File: config.mk
export PLATFORM = sky130hd
export DESIGN_NAME = json_syntax_validator_core
export DESIGN_NICKNAME = d
export VERILOG_FILES = /design/src/rtl/jsv_pkg.sv /design/src/rtl/json_syntax_validator_core.sv /design/src/rtl/jsv_parse_step.sv /design/src/rtl/jsv_nest_stack.sv
export SDC_FILE = /design/constraint.sdc
export NUM_CORES = 1
export LEC_CHECK = 0
export BUFFER_PORTS_ARGS = -buffer_cell sky130_fd_sc_hd__buf_2
export CAP_MARGIN = 40
export CORE_MARGIN = 1
export CORE_UTILIZATION = 65
export CTS_BUF_LIST = sky130_fd_sc_hd__clkbuf_4 sky130_fd_sc_hd__clkbuf_8
export DETAILED_ROUTE_END_ITERATION = 10
export PLACE_DENSITY_LB_ADDON = 0.2
export SYNTH_ARGS = -nofsm -noshare
export SYNTH_HDL_FRONTEND = slang
export SYNTH_SLANG_ARGS = --single-unit
File: constraint.sdc
create_clock -name clk_i -period 5.2 [get_ports clk_i]
set_clock_uncertainty 0.15 [all_clocks]
set_input_delay 0.78 -clock clk_i [delete_from_list [all_inputs] [get_ports clk_i]]
set_output_delay 0.78 -clock clk_i [all_outputs]
set_load 0.03 [all_outputs]
File: src/rtl/jsv_pkg.sv
`timescale 1ns / 1ps

package jsv_pkg;

  typedef enum logic [4:0] {
    ST_VALUE         = 5'd0,
    ST_VAL_OR_RBRACK = 5'd1,
    ST_KEY_OR_RBRACE = 5'd2,
    ST_KEY           = 5'd3,
    ST_COLON         = 5'd4,
    ST_AFTER         = 5'd5,
    ST_STR_V         = 5'd6,
    ST_STR_V_ESC     = 5'd7,
    ST_STR_V_HEX     = 5'd8,
    ST_STR_K         = 5'd9,
    ST_STR_K_ESC     = 5'd10,
    ST_STR_K_HEX     = 5'd11,
    ST_LIT_T         = 5'd12,
    ST_LIT_F         = 5'd13,
    ST_LIT_N         = 5'd14,
    ST_NUM_SIGN      = 5'd15,
    ST_NUM_ZERO      = 5'd16,
    ST_NUM_INT       = 5'd17,
    ST_NUM_DOT       = 5'd18,
    ST_NUM_FRAC      = 5'd19,
    ST_NUM_E         = 5'd20,
    ST_NUM_ESIGN     = 5'd21,
    ST_NUM_EXP       = 5'd22
  } parse_state_e;

  typedef enum logic [1:0] {
    VERDICT_OK     = 2'd0,
    VERDICT_SYNTAX = 2'd1,
    VERDICT_DEEP   = 2'd2,
    VERDICT_TRUNC  = 2'd3
  } verdict_e;

  // Stack write request from the parser to the nesting stack.
  typedef struct packed {
    logic push;
    logic obj;
  } stack_op_t;

  // Outcome of parsing one byte.
  typedef struct packed {
    parse_state_e state;
    logic [2:0]   lit;
    stack_op_t    op;
    logic         pop;
    verdict_e     err;   // VERDICT_OK means no error
  } step_t;

  function automatic logic num_accepting(parse_state_e s);
    return (s == ST_NUM_ZERO) || (s == ST_NUM_INT) || (s == ST_NUM_FRAC) ||
           (s == ST_NUM_EXP);
  endfunction

endpackage

File: src/rtl/json_syntax_validator_core.sv
`timescale 1ns / 1ps

// Channel   Direction  Handshake                      Payload
// s_axis    in         s_axis_tvalid / s_axis_tready  tdata[7:0] data_byte, tlast is_last
// m_axis    out        m_axis_tvalid / m_axis_tready  tdata[1:0] verdict, [17:2] bytes_seen
// cfg       in         cfg_valid_i / cfg_ready_o      cfg_data_i[5:0] depth_limit
//
// One byte per cycle, except while a last byte waits on a stalled result. A byte
// is parsed while it sits in the input register and leaves it when consumed;
// the verdict of a last byte is written to the output register at that point.
// The parser loop runs through state, depth and the top-of-stack register.
// Reset clears parser state, counters and valid flags; depth_limit resets to 32.
// The nesting stack needs no clearing. A stalled result holds the next last
// byte in the input register, which then blocks the input; bytes before it flow.

module json_syntax_validator_core import jsv_pkg::*; #(
  parameter int MAX_DEPTH = 32
) (
  input  logic        clk_i,
  input  logic        rst_ni,
  input  logic        s_axis_tvalid,
  output logic        s_axis_tready,
  input  logic [7:0]  s_axis_tdata,    // [7:0] data_byte
  input  logic        s_axis_tlast,
  output logic        m_axis_tvalid,
  input  logic        m_axis_tready,
  output logic [23:0] m_axis_tdata,    // [1:0] verdict, [17:2] bytes_seen, [23:18] zero
  input  logic        cfg_valid_i,
  output logic        cfg_ready_o,
  input  logic [5:0]  cfg_data_i       // [5:0] depth_limit
);

  localparam int DEPTH_W = $clog2(MAX_DEPTH + 1);
  localparam int CMP_W   = (DEPTH_W > 6) ? DEPTH_W : 6;

  // input register
  logic                 in_valid_q;
  logic [7:0]           in_byte_q;
  logic                 in_last_q;

  // parser state
  parse_state_e         state_q, state_d;
  logic [2:0]           lit_q, lit_d;
  logic [DEPTH_W - 1:0] depth_q, depth_d;
  verdict_e             err_q, err_d;
  logic [15:0]          count_q, count_inc;
  logic [5:0]           limit_q;

  // result register
  logic                 out_valid_q;
  verdict_e             out_verdict_q;
  logic [15:0]          out_count_q;

  logic                 consume;
  logic                 parse_en;
  logic                 can_push;
  logic                 top_obj;
  step_t                step;
  stack_op_t            stack_op;
  verdict_e             verdict;

  // A last byte waits in the input register while the result register is full and m_axis_tready is low.
  assign consume       = in_valid_q && (!in_last_q || !out_valid_q || m_axis_tready);
  assign s_axis_tready = !in_valid_q || consume;
  assign cfg_ready_o   = 1'b1;

  // After the first error, bytes are only counted.
  assign parse_en = consume && (err_q == VERDICT_OK);

  assign can_push = (CMP_W'(depth_q) < CMP_W'(limit_q)) &&
                    (CMP_W'(depth_q) < CMP_W'(MAX_DEPTH));

  assign count_inc = (count_q == 16'hFFFF) ? count_q : count_q + 16'd1;

  jsv_parse_step u_step (
    .state_i      (state_q),
    .lit_i        (lit_q),
    .byte_i       (in_byte_q),
    .depth_zero_i (depth_q == '0),
    .top_obj_i    (top_obj),
    .can_push_i   (can_push),
    .step_o       (step)
  );

  always_comb begin
    state_d = state_q;
    lit_d   = lit_q;
    depth_d = depth_q;
    err_d   = err_q;
    if (parse_en) begin
      state_d = step.state;
      lit_d   = step.lit;
      err_d   = step.err;
      if (step.op.push) depth_d = depth_q + DEPTH_W'(1);
      else if (step.pop) depth_d = depth_q - DEPTH_W'(1);
    end
  end

  assign stack_op.push = parse_en && step.op.push;
  assign stack_op.obj  = step.op.obj;

  jsv_nest_stack #(
    .MAX_DEPTH (MAX_DEPTH)
  ) u_stack (
    .clk_i     (clk_i),
    .op_i      (stack_op),
    .depth_i   (depth_q),
    .depth_d_i (depth_d),
    .top_obj_o (top_obj)
  );

  // Verdict from the state as it stands after the last byte.
  always_comb begin
    if (err_d != VERDICT_OK) begin
      verdict = err_d;
    end else if ((depth_d == '0) && ((state_d == ST_AFTER) || num_accepting(state_d))) begin
      verdict = VERDICT_OK;
    end else begin
      verdict = VERDICT_TRUNC;
    end
  end

  always_ff @(posedge clk_i or negedge rst_ni) begin
    if (!rst_ni) begin
      in_valid_q <= 1'b0;
    end else if (s_axis_tready) begin
      in_valid_q <= s_axis_tvalid;
    end
  end

  always_ff @(posedge clk_i) begin
    if (s_axis_tvalid && s_axis_tready) begin
      in_byte_q <= s_axis_tdata;
      in_last_q <= s_axis_tlast;
    end
  end

  always_ff @(posedge clk_i or negedge rst_ni) begin
    if (!rst_ni) begin
      limit_q <= 6'd32;
    end else if (cfg_valid_i && cfg_ready_o) begin
      limit_q <= cfg_data_i;
    end
  end

  // Text state; everything returns to its start value after the last byte.
  always_ff @(posedge clk_i or negedge rst_ni) begin
    if (!rst_ni) begin
      state_q <= ST_VALUE;
      lit_q   <= 3'd0;
      depth_q <= '0;
      err_q   <= VERDICT_OK;
      count_q <= 16'd0;
    end else if (consume && in_last_q) begin
      state_q <= ST_VALUE;
      lit_q   <= 3'd0;
      depth_q <= '0;
      err_q   <= VERDICT_OK;
      count_q <= 16'd0;
    end else if (consume) begin
      state_q <= state_d;
      lit_q   <= lit_d;
      depth_q <= depth_d;
      err_q   <= err_d;
      count_q <= count_inc;
    end
  end

  always_ff @(posedge clk_i or negedge rst_ni) begin
    if (!rst_ni) begin
      out_valid_q <= 1'b0;
    end else if (consume && in_last_q) begin
      out_valid_q <= 1'b1;
    end else if (m_axis_tready) begin
      out_valid_q <= 1'b0;
    end
  end

  always_ff @(posedge clk_i) begin
    if (consume && in_last_q) begin
      out_verdict_q <= verdict;
      out_count_q   <= count_inc;
    end
  end

  assign m_axis_tvalid = out_valid_q;
  assign m_axis_tdata  = {6'd0, out_count_q, out_verdict_q};

endmodule

File: src/rtl/jsv_parse_step.sv
`timescale 1ns / 1ps

module jsv_parse_step import jsv_pkg::*; (
  input  parse_state_e state_i,
  input  logic [2:0]   lit_i,
  input  logic [7:0]   byte_i,
  input  logic         depth_zero_i,
  input  logic         top_obj_i,
  input  logic         can_push_i,
  output step_t        step_o
);

  function automatic logic is_ws(logic [7:0] c);
    return (c == 8'h20) || (c == 8'h09) || (c == 8'h0A) || (c == 8'h0D);
  endfunction

  function automatic logic is_dig(logic [7:0] c);
    return (c >= "0") && (c <= "9");
  endfunction

  function automatic logic is_hex(logic [7:0] c);
    return is_dig(c) || ((c >= "a") && (c <= "f")) || ((c >= "A") && (c <= "F"));
  endfunction

  function automatic logic [7:0] word_char(parse_state_e s, logic [2:0] i);
    logic [7:0] r;
    r = 8'h00;
    case (s)
      ST_LIT_T: begin
        case (i)
          3'd0: r = "t";
          3'd1: r = "r";
          3'd2: r = "u";
          3'd3: r = "e";
          default: r = 8'h00;
        endcase
      end
      ST_LIT_F: begin
        case (i)
          3'd0: r = "f";
          3'd1: r = "a";
          3'd2: r = "l";
          3'd3: r = "s";
          3'd4: r = "e";
          default: r = 8'h00;
        endcase
      end
      default: begin
        case (i)
          3'd0: r = "n";
          3'd1: r = "u";
          3'd2: r = "l";
          3'd3: r = "l";
          default: r = 8'h00;
        endcase
      end
    endcase
    return r;
  endfunction

  function automatic step_t f_close(step_t s, logic obj, logic dz, logic top);
    step_t r;
    r = s;
    if (dz || (top != obj)) begin
      r.err = VERDICT_SYNTAX;
    end else begin
      r.pop   = 1'b1;
      r.state = ST_AFTER;
    end
    return r;
  endfunction

  function automatic step_t f_open(step_t s, logic obj, logic ok);
    step_t r;
    r = s;
    if (!ok) begin
      r.err = VERDICT_DEEP;
    end else begin
      r.op.push = 1'b1;
      r.op.obj  = obj;
      r.state   = obj ? ST_KEY_OR_RBRACE : ST_VAL_OR_RBRACK;
    end
    return r;
  endfunction

  function automatic step_t f_after(step_t s, logic [7:0] c, logic dz, logic top);
    step_t r;
    r = s;
    if (is_ws(c)) begin
      r = s;
    end else if (c == "]") begin
      r = f_close(s, 1'b0, dz, top);
    end else if (c == "}") begin
      r = f_close(s, 1'b1, dz, top);
    end else if ((c == ",") && !dz) begin
      r.state = top ? ST_KEY : ST_VALUE;
    end else begin
      r.err = VERDICT_SYNTAX;
    end
    return r;
  endfunction

  function automatic step_t f_start(step_t s, logic [7:0] c, logic ok);
    step_t r;
    r = s;
    r.lit = 3'd1;
    if (c == 8'h22)       r.state = ST_STR_V;
    else if (c == "t")    r.state = ST_LIT_T;
    else if (c == "f")    r.state = ST_LIT_F;
    else if (c == "n")    r.state = ST_LIT_N;
    else if (c == "-")    r.state = ST_NUM_SIGN;
    else if (c == "0")    r.state = ST_NUM_ZERO;
    else if (is_dig(c))   r.state = ST_NUM_INT;
    else if (c == "[")    r = f_open(r, 1'b0, ok);
    else if (c == "{")    r = f_open(r, 1'b1, ok);
    else                  r.err = VERDICT_SYNTAX;
    return r;
  endfunction

  step_t      base;
  step_t      num_exit;
  logic [2:0] lit_inc;
  logic [2:0] lit_len;
  logic       is_e;
  logic       is_key;

  assign lit_inc = lit_i + 3'd1;
  assign lit_len = (state_i == ST_LIT_F) ? 3'd5 : 3'd4;
  assign is_e    = (byte_i == "e") || (byte_i == "E");
  assign is_key  = (state_i == ST_STR_K) || (state_i == ST_STR_K_ESC) ||
                   (state_i == ST_STR_K_HEX);

  always_comb begin
    base = '{state: state_i, lit: lit_i, op: '0, pop: 1'b0, err: VERDICT_OK};
  end

  // A number ends on the first byte that cannot extend it; if the number is
  // complete, that byte is taken as the byte after a value, else it is a syntax error.
  always_comb begin
    num_exit = base;
    if (num_accepting(state_i)) begin
      num_exit.state = ST_AFTER;
      num_exit = f_after(num_exit, byte_i, depth_zero_i, top_obj_i);
    end else begin
      num_exit.err = VERDICT_SYNTAX;
    end
  end

  always_comb begin
    step_o = base;
    unique case (state_i)
      ST_STR_V, ST_STR_K: begin
        if (byte_i == 8'h22) step_o.state = is_key ? ST_COLON : ST_AFTER;
        else if (byte_i == 8'h5C) step_o.state = is_key ? ST_STR_K_ESC : ST_STR_V_ESC;
        else if (byte_i < 8'h20) step_o.err = VERDICT_SYNTAX;
      end
      ST_STR_V_ESC, ST_STR_K_ESC: begin
        if ((byte_i == 8'h22) || (byte_i == 8'h5C) || (byte_i == "/") ||
            (byte_i == "b") || (byte_i == "f") || (byte_i == "n") ||
            (byte_i == "r") || (byte_i == "t")) begin
          step_o.state = is_key ? ST_STR_K : ST_STR_V;
        end else if (byte_i == "u") begin
          step_o.lit   = 3'd0;
          step_o.state = is_key ? ST_STR_K_HEX : ST_STR_V_HEX;
        end else begin
          step_o.err = VERDICT_SYNTAX;
        end
      end
      ST_STR_V_HEX, ST_STR_K_HEX: begin
        if (!is_hex(byte_i)) begin
          step_o.err = VERDICT_SYNTAX;
        end else begin
          step_o.lit = lit_inc;
          if (lit_inc >= 3'd4) step_o.state = is_key ? ST_STR_K : ST_STR_V;
        end
      end
      ST_LIT_T, ST_LIT_F, ST_LIT_N: begin
        if ((lit_i >= lit_len) || (byte_i != word_char(state_i, lit_i))) begin
          step_o.err = VERDICT_SYNTAX;
        end else begin
          step_o.lit = lit_inc;
          if (lit_inc == lit_len) step_o.state = ST_AFTER;
        end
      end
      ST_NUM_SIGN: begin
        if (byte_i == "0")       step_o.state = ST_NUM_ZERO;
        else if (is_dig(byte_i)) step_o.state = ST_NUM_INT;
        else                     step_o = num_exit;
      end
      ST_NUM_ZERO, ST_NUM_INT: begin
        if ((state_i == ST_NUM_INT) && is_dig(byte_i)) step_o = base;
        else if (byte_i == ".")                         step_o.state = ST_NUM_DOT;
        else if (is_e)                                  step_o.state = ST_NUM_E;
        else                                            step_o = num_exit;
      end
      ST_NUM_DOT: begin
        if (is_dig(byte_i)) step_o.state = ST_NUM_FRAC;
        else                step_o = num_exit;
      end
      ST_NUM_FRAC: begin
        if (is_dig(byte_i)) step_o = base;
        else if (is_e)      step_o.state = ST_NUM_E;
        else                step_o = num_exit;
      end
      ST_NUM_E: begin
        if ((byte_i == "+") || (byte_i == "-")) step_o.state = ST_NUM_ESIGN;
        else if (is_dig(byte_i))                step_o.state = ST_NUM_EXP;
        else                                    step_o = num_exit;
      end
      ST_NUM_ESIGN: begin
        if (is_dig(byte_i)) step_o.state = ST_NUM_EXP;
        else                step_o = num_exit;
      end
      ST_NUM_EXP: begin
        if (is_dig(byte_i)) step_o = base;
        else                step_o = num_exit;
      end
      ST_AFTER: begin
        step_o = f_after(base, byte_i, depth_zero_i, top_obj_i);
      end
      ST_VALUE: begin
        if (!is_ws(byte_i)) step_o = f_start(base, byte_i, can_push_i);
      end
      ST_VAL_OR_RBRACK: begin
        if (is_ws(byte_i))       step_o = base;
        else if (byte_i == "]")  step_o = f_close(base, 1'b0, depth_zero_i, top_obj_i);
        else                     step_o = f_start(base, byte_i, can_push_i);
      end
      ST_KEY_OR_RBRACE: begin
        if (is_ws(byte_i))         step_o = base;
        else if (byte_i == "}")    step_o = f_close(base, 1'b1, depth_zero_i, top_obj_i);
        else if (byte_i == 8'h22)  step_o.state = ST_STR_K;
        else                       step_o.err = VERDICT_SYNTAX;
      end
      ST_KEY: begin
        if (is_ws(byte_i))         step_o = base;
        else if (byte_i == 8'h22)  step_o.state = ST_STR_K;
        else                       step_o.err = VERDICT_SYNTAX;
      end
      ST_COLON: begin
        if (is_ws(byte_i))       step_o = base;
        else if (byte_i == ":")  step_o.state = ST_VALUE;
        else                     step_o.err = VERDICT_SYNTAX;
      end
      default: begin
        step_o.err = VERDICT_SYNTAX;
      end
    endcase
  end

endmodule

File: src/rtl/jsv_nest_stack.sv
`timescale 1ns / 1ps

// One bit per open container (1 = object). The top entry is kept in a
// register that is refreshed every cycle from the depth about to be in force;
// a push forwards its own bit.
module jsv_nest_stack import jsv_pkg::*; #(
  parameter int MAX_DEPTH = 32
) (
  input  logic                                 clk_i,
  input  stack_op_t                            op_i,
  input  logic [$clog2(MAX_DEPTH + 1) - 1:0]   depth_i,
  input  logic [$clog2(MAX_DEPTH + 1) - 1:0]   depth_d_i,
  output logic                                 top_obj_o
);

  localparam int DEPTH_W = $clog2(MAX_DEPTH + 1);
  localparam int AW      = (MAX_DEPTH > 1) ? $clog2(MAX_DEPTH) : 1;

  logic                 mem [MAX_DEPTH];
  logic                 top_q;
  logic [DEPTH_W - 1:0] rd_ptr;
  logic [AW - 1:0]      rd_addr;
  logic [AW - 1:0]      wr_addr;

  assign rd_ptr  = depth_d_i - DEPTH_W'(1);
  assign rd_addr = rd_ptr[AW - 1:0];
  assign wr_addr = depth_i[AW - 1:0];

  always_ff @(posedge clk_i) begin
    if (op_i.push) begin
      mem[wr_addr] <= op_i.obj;
    end
  end

  always_ff @(posedge clk_i) begin
    if (op_i.push) begin
      top_q <= op_i.obj;
    end else begin
      top_q <= mem[rd_addr];
    end
  end

  assign top_obj_o = top_q;

endmodule

# ---- After elaboration in Yosys (flattened, before gate mapping)
# Memory sizes are Yosys's and may differ from the RTL's. A register that Yosys moved wholly into a read port is not among the register bits.
# Cells that the tools add are included.
dict set report word_totals {
  register_bits 67
  latchBits 0
  ram_bits 32
  rom_bits 0
  in_bits 20
  elab_cells 292
  memories 1
}
dict set report op_classes {
  n_addsub 5
  mul 0
  n_div 0
  order_cmp 11
  n_eq_ne 75
  shifts 0
  mux 124
  n_bitwise 1
  n_reduce_logical 63
}
# memory words word_bits read_ports rd_ports_with_merged_regs wr line
set mem_list {}
lappend mem_list {u_stack.mem 32 1 1 1 1 jsv_nest_stack.sv:19} ;# logic mem [MAX_DEPTH];
# op n
set op_table {}
lappend op_table {{2-to-1 mux 5 bit} 35}
lappend op_table {{2-to-1 mux 13 bit} 12}
lappend op_table {{2-to-1 mux 8 bit} 16}
lappend op_table {{equality test 8 x 7 -> 1 bit, second input constant} 13}
lappend op_table {{one-hot mux 5 bit (17 select lines)} 1}
lappend op_table {{equality test 8 x 6 -> 1 bit, second input constant} 9}
lappend op_table {{equality test 5 bit, second input constant} 11}
lappend op_table {{2-to-1 mux 16 bit} 3}
lappend op_table {{inequality test 3 bit, second input constant} 14}
lappend op_table {{equality test 5 x 4 -> 1 bit, second input constant} 8}
lappend op_table {{one-hot mux 3 bit (13 select lines)} 1}
lappend op_table {{2-to-1 mux 2 bit} 19}
lappend op_table {{one-hot mux 7 bit (5 select lines)} 1}
lappend op_table {{one-hot mux 2 bit (16 select lines)} 1}
lappend op_table {{2-to-1 mux 6 bit} 5}
lappend op_table {{one-hot mux 3 bit (10 select lines)} 1}
lappend op_table {{logical OR 1 bit} 29}
lappend op_table {{one-hot mux 7 bit (4 select lines)} 1}
lappend op_table {{equality test 5 x 3 -> 1 bit, second input constant} 5}
lappend op_table {{equality test 8 x 4 -> 1 bit, second input constant} 3}
lappend op_table {{2-to-1 mux 11 bit} 2}
lappend op_table {{one-hot mux 7 bit (3 select lines)} 1}
lappend op_table {{AND reduction 19 bit} 1}
lappend op_table {{2-to-1 mux 1 bit} 18}
lappend op_table {{other kinds (37)} 69}

# ---- Depth between registers and ports, before layout
dict set report logic_depth {
  ltp_word 24
  mapped_depth 16
  ltp_nobuf 13
}

# ---- By module
# A second synthesis with hierarchy kept.
dict set report hier_totals {
  hier_cells 891
  area_unflattened_um2 7861.3
}
# module n_inst cells_per_inst area_per_inst_um2 seq_area_each_um2
set by_module_without_submodules {}
lappend by_module_without_submodules {json_syntax_validator_core 1 350 3560.9 1813.0}
lappend by_module_without_submodules {jsv_parse_step 1 416 2616.3 0.0}
lappend by_module_without_submodules {jsv_nest_stack 1 125 1684.1 980.9}

# ---- Worst setup path before layout
# OpenSTA, ideal clock, no wires.
dict set report synth_timing {
  path_kind {register to register}
  from {register limit_q[5]}
  to {register out_verdict_q[1], data pin}
  setup_ns 0.282
  t_arrival_ns 3.085
  required_ns 4.768
  path_slack_ns 1.683
  stages_incl_launch_ff 13
  period_less_slack_ns 3.517
  cell_sequence {dfstp_2 -> inv_1 -> ha_1 -> a211o_1 -> a31oi_1 -> o211ai_4 -> a311oi_2 -> nor2_1 -> a2111oi_2 -> a31oi_1 -> or4_1 -> o211ai_1 -> o221ai_1}
}
dict set report synth_via {
  elab_chain_cells 24
  elab_cells_between_ends 48
}
# element line
set synth_lines {}
lappend synth_lines {{start: declaration} json_syntax_validator_core.sv:47} ;# logic [5:0] limit_q;
lappend synth_lines {{start signal: assignment} json_syntax_validator_core.sv:142} ;# limit_q <= cfg_data_i;
lappend synth_lines {{less-than comparator 6 bit (*)} json_syntax_validator_core.sv:70} ;# assign can_push = (CMP_W'(depth_q) < CMP_W'(limit_q)) &&
lappend synth_lines {{logical AND 1 bit (*)} json_syntax_validator_core.sv:70}
lappend synth_lines {{2-to-1 mux 5 bit} jsv_parse_step.sv:76} ;# if (!ok) begin
lappend synth_lines {{2-to-1 mux 11 bit} jsv_parse_step.sv:115} ;# else if (c == "{") r = f_open(r, 1'b1, ok);
lappend synth_lines {{2-to-1 mux 13 bit (*)} jsv_parse_step.sv:114} ;# else if (c == "[") r = f_open(r, 1'b0, ok);
lappend synth_lines {{2-to-1 mux 5 bit} jsv_parse_step.sv:113} ;# else if (is_dig(c)) r.state = ST_NUM_INT;
lappend synth_lines {{2-to-1 mux 5 bit} jsv_parse_step.sv:112} ;# else if (c == "0") r.state = ST_NUM_ZERO;
lappend synth_lines {{2-to-1 mux 5 bit} jsv_parse_step.sv:111} ;# else if (c == "-") r.state = ST_NUM_SIGN;
lappend synth_lines {{(+7 left out)} --}
lappend synth_lines {{2-to-1 mux 5 bit} json_syntax_validator_core.sv:90} ;# if (parse_en) begin
lappend synth_lines {{equality test 5 bit} jsv_pkg.sv:54} ;# return (s == ST_NUM_ZERO) || (s == ST_NUM_INT) || (s == ST_NUM_FRAC) ||
lappend synth_lines {{logical OR 1 bit (3 in a row)} jsv_pkg.sv:54}
lappend synth_lines {{logical OR 1 bit} json_syntax_validator_core.sv:116} ;# end else if ((depth_d == '0) && ((state_d == ST_AFTER) || num_accepting(state_d))) begin
lappend synth_lines {{logical AND 1 bit} json_syntax_validator_core.sv:116}
lappend synth_lines {{2-to-1 mux 2 bit} json_syntax_validator_core.sv:116}
lappend synth_lines {{2-to-1 mux 2 bit (*)} json_syntax_validator_core.sv:114} ;# if (err_d != VERDICT_OK) begin
lappend synth_lines {{named net verdict[1]} json_syntax_validator_core.sv:60} ;# verdict_e verdict;
lappend synth_lines {{end signal: assignment} json_syntax_validator_core.sv:181} ;# out_verdict_q <= verdict;
lappend synth_lines {{end: declaration} json_syntax_validator_core.sv:51} ;# verdict_e out_verdict_q;
# The timed path passes the listed nets; every way through them passes the cells marked *. The select of a mux whose other input is x is not followed.
# A chain may end at the register's enable or synchronous reset.

# ---- Worst setup path in the final report
dict set report layout_timing {
  from {register state_q[1]}
  to {register out_verdict_q[0], data pin}
}
dict set report layout_via {
  elab_chain_cells 22
  elab_cells_between_ends 120
}
# element line
set layout_lines {}
lappend layout_lines {{start: declaration} json_syntax_validator_core.sv:42} ;# parse_state_e state_q, state_d;
lappend layout_lines {{start signal: assignment} json_syntax_validator_core.sv:161} ;# state_q <= state_d;
lappend layout_lines {{2-to-1 mux 5 bit} jsv_parse_step.sv:76}
lappend layout_lines {{2-to-1 mux 11 bit} jsv_parse_step.sv:115}
lappend layout_lines {{2-to-1 mux 13 bit} jsv_parse_step.sv:114}
lappend layout_lines {{2-to-1 mux 5 bit} jsv_parse_step.sv:113}
lappend layout_lines {{2-to-1 mux 5 bit} jsv_parse_step.sv:112}
lappend layout_lines {{2-to-1 mux 5 bit} jsv_parse_step.sv:111}
lappend layout_lines {{2-to-1 mux 5 bit} jsv_parse_step.sv:110} ;# else if (c == "n") r.state = ST_LIT_N;
lappend layout_lines {{2-to-1 mux 5 bit} jsv_parse_step.sv:109} ;# else if (c == "f") r.state = ST_LIT_F;
lappend layout_lines {{(+5 left out)} --}
lappend layout_lines {{2-to-1 mux 5 bit} json_syntax_validator_core.sv:90}
lappend layout_lines {{equality test 5 bit} jsv_pkg.sv:54}
lappend layout_lines {{logical OR 1 bit (3 in a row)} jsv_pkg.sv:54}
lappend layout_lines {{logical OR 1 bit} json_syntax_validator_core.sv:116}
lappend layout_lines {{logical AND 1 bit} json_syntax_validator_core.sv:116}
lappend layout_lines {{2-to-1 mux 2 bit} json_syntax_validator_core.sv:116}
lappend layout_lines {{2-to-1 mux 2 bit (*)} json_syntax_validator_core.sv:114}
lappend layout_lines {{named net verdict[0]} json_syntax_validator_core.sv:60}
# Marked as above.

==> flow_metrics.tcl <==
set metrics [dict create \
    gp_congestion 1.02 \
    slew_headroom 0.325 \
    ant_nets 0 \
    detail_route.wirelength_um 22400 \
    ys.flop_type "edfxtp_1" \
    worst_skew_pair.late_latency_ns 0.40 \
    tritoncts "done" \
    yosysWarningCount 0 \
    cts.htree.levels 3 \
    synth_cell_types 89 \
    p_per_area_nw_per_um2 294 \
    async_reset_ff_frac 0.385 \
    p_leak_nw 3.21 \
    rows 38 \
    worst-path-max-fanout 21 \
    fin_setup_tns_ns 0 \
    clkSlewWorstSetupHoldPaths_ns 0.10 \
    cts_resized 0 \
    vias 7116 \
    overflow 0 \
    vias_per_cell 7.10 \
    die_y_um 110 \
    end_kind "register" \
    holdBufCountCts 0 \
    dieArea_um2 12000 \
    seq_area_frac_synth 0.382 \
    rsz0062_at_grt "false" \
    ys_ff_latch 104 \
    worstMarginPinSlew_ns 1.01 \
    synthCells 846 \
    startpoint_type "register" \
    syn-cell-area_um2 7520 \
    drive_gt1_frac 0.116 \
    antenna_found_initial 0 \
    setup_viol 0 \
    outcome "finished, final reports clean" \
    start_util 0.679 \
    cts-root-buf "clkbuf_8" \
    avgRoutedWirePerCell_um 22.3 \
    cp.arrival_ns 4.32 \
    peakVddDrop_uv 275 \
    grt_first_pass_wirelength_um 35200 \
    numClockSinks 104 \
    cts_setup_buffers 0 \
    final_util 0.716 \
    area_growth_pct 5.47 \
    drv_slew 0 \
    drcViolationCount 0 \
    port-buffer-count 39 \
    clockBufferDepth 2 \
    avgSynthCellArea_um2 8.89 \
    crit_required_ns 5.17 \
    grt_pass1_vias 6684 \
    hold_viol 0 \
    grt_max_degree 34 \
    numCtsBuffers 9 \
    fin_crit_ns 4.35 \
    grt.total_usage 0.391 \
    fmax_mhz 230 \
    die_w_um 110 \
    maxCapViolCount 0 \
    drtIter0Drc 1097 \
    core_area_um2 11100 \
    crit_type "reg -> reg" \
    min_period_over_period 0.836 \
    min_path_type "in -> async" \
    synth_edf_count 59 \
    dp_hpwl_um 16500 \
    n_antenna_cell 0 \
    io_pins 47 \
    dr.pass1.iters 7 \
    nets 894 \
]
==> synth_stat cells, types with 12 or more instances <==
| library cell | count | area [µm²] |
|---|---|---|
| buf_4 | 15 | 113 |
| mux2i_1 | 31 | 310 |
| clkbuf_1 | 26 | 97.6 |
| nor2b_1 | 14 | 87.6 |
| nand3_1 | 26 | 130 |
| edfxtp_1 | 59 | 1770 |
| xnor2_1 | 12 | 105 |
| nand4_1 | 15 | 93.8 |
| buf_2 | 14 | 70.1 |
| nand2_1 | 92 | 345 |
| ha_1 | 17 | 213 |
| a21oi_1 | 40 | 200 |
| dfrtp_1 | 39 | 976 |
| inv_1 | 31 | 116 |
| and3_1 | 13 | 81.3 |
| o21ai_0 | 45 | 225 |
| nor3_1 | 16 | 80.1 |
| nor2_1 | 89 | 334 |
| o211ai_1 | 14 | 105 |
==> flip-flops by register name, summed over array words and instances, names as in the netlist, named ones only <==
signal	count
limit_q	6
depth_q	6
in_byte_q	8
u_stack.mem	32
in_last_q	1
m_axis_tvalid	1
state_q	5
out_verdict_q	2
err_q	2
in_valid_q	1
lit_q	3
count_q	16
out_count_q	16
==> per-stage QoR <==
stage | std cells | power [W] | setup WS, ns | area [µm²] | hold WS [ns]
floorplan | 851 | 0.00160 | 1.68 | 7540 | 0.328
global placement | 983 | 0.00180 | 1.16 | 7710 | 0.357
detailed placement | 986 | 0.00181 | 1.00 | 7760 | 0.365
CTS | 1002 | 0.00230 | 1.01 | 7940 | 0.0792
global route | 1002 | 0.00243 | 0.626 | 7940 | 0.0738
finish | 1002 | 0.00233 | 0.853 | 7940 | 0.0783
==> routing by layer <==
metal	track usage	vias to the layer above	routed length (µm)
met5	0	-	0
met4	0.156	0	900
met3	0.0954	102	2410
met2	0.620	487	10200
met1	0.514	3341	8830
li1	-	3186	-
==> layout by cell type (no fill, tap or decap), types with 17 or more instances in the layout <==
master    count
dfrtp_1      39
o21ai_0      45
nand2_1      92
a21oi_1      40
inv_1        31
mux2i_1      31
edfxtp_1     59
ha_1         17
nand3_1      26
nor2_1       88
buf_2        39
==> final timing paths <==
kind                                                start  depth (start not counted)                    endpoint  slack [ns]
worst max-delay path               state_q[1]$_DFFE_PN0N_                         13  out_verdict_q[0]$_DFFE_PP_        0.85
worst min-delay path                               rst_ni                          1      limit_q[4]$_DFFE_PN0P_        0.08
worst max register to register     state_q[1]$_DFFE_PN0N_                         13  out_verdict_q[0]$_DFFE_PP_        0.85
worst min register to register  m_axis_tvalid$_DFFE_PN0P_                          1   m_axis_tvalid$_DFFE_PN0P_        0.39
max in group asynchronous                          rst_ni                          2     count_q[11]$_DFFE_PN0N_        4.38
min in group clk_i              m_axis_tvalid$_DFFE_PN0P_                          1   m_axis_tvalid$_DFFE_PN0P_        0.39
==> layout make-up <==
cell class	count	area [µm²]
multi-input cells	657	4260
fillers	798	3140
flip-flops and latches	104	2870
repair buffers	53	328
well taps	140	175
clock buffers	11	139
inverters	32	120
clock inverters	5	41.3
==> cells by family (layout without fill, tap and decap cells) <==
group / after synthesis / count (layout) / synth area share
AND/OR/NAND/NOR: 355 / 355 / 0.254
AO/OA/AOI/OAI: 223 / 223 / 0.211
flip-flops: 104 / 104 / 0.382
buffers and inverters: 90 / 101 / 0.0549
multiplexers: 32 / 32 / 0.0427
XOR/XNOR: 23 / 23 / 0.0268
adder cells (fa/ha/maj): 17 / 17 / 0.0283
other: 2 / 7 / 0.000998
==> report_power, final <==
| group | switching (W) | internal [W] |
|---|---|---|
| Sequential | 0.0000871 | 0.000920 |
| Clock | 0.000300 | 0.000190 |
| Combinational | 0.000543 | 0.000291 |
| Total | 0.000930 | 0.00140 |
==> worst max-delay path: stages (launching register included) <==
cell and delay [ns]:
dfrtp_1 0.79, nand2b_1 0.37, nor2_1 0.09, ha_1 0.30, nor2_1 0.13, nand2_1 0.07, a221oi_1 0.28, o2111ai_1 0.17
nor4_2 0.54, nand3_1 0.16, nor4bb_1 0.21, or4_1 0.53, o211ai_1 0.12, o221ai_1 0.15
No activity file was read; power rests on OpenSTA's default activity.
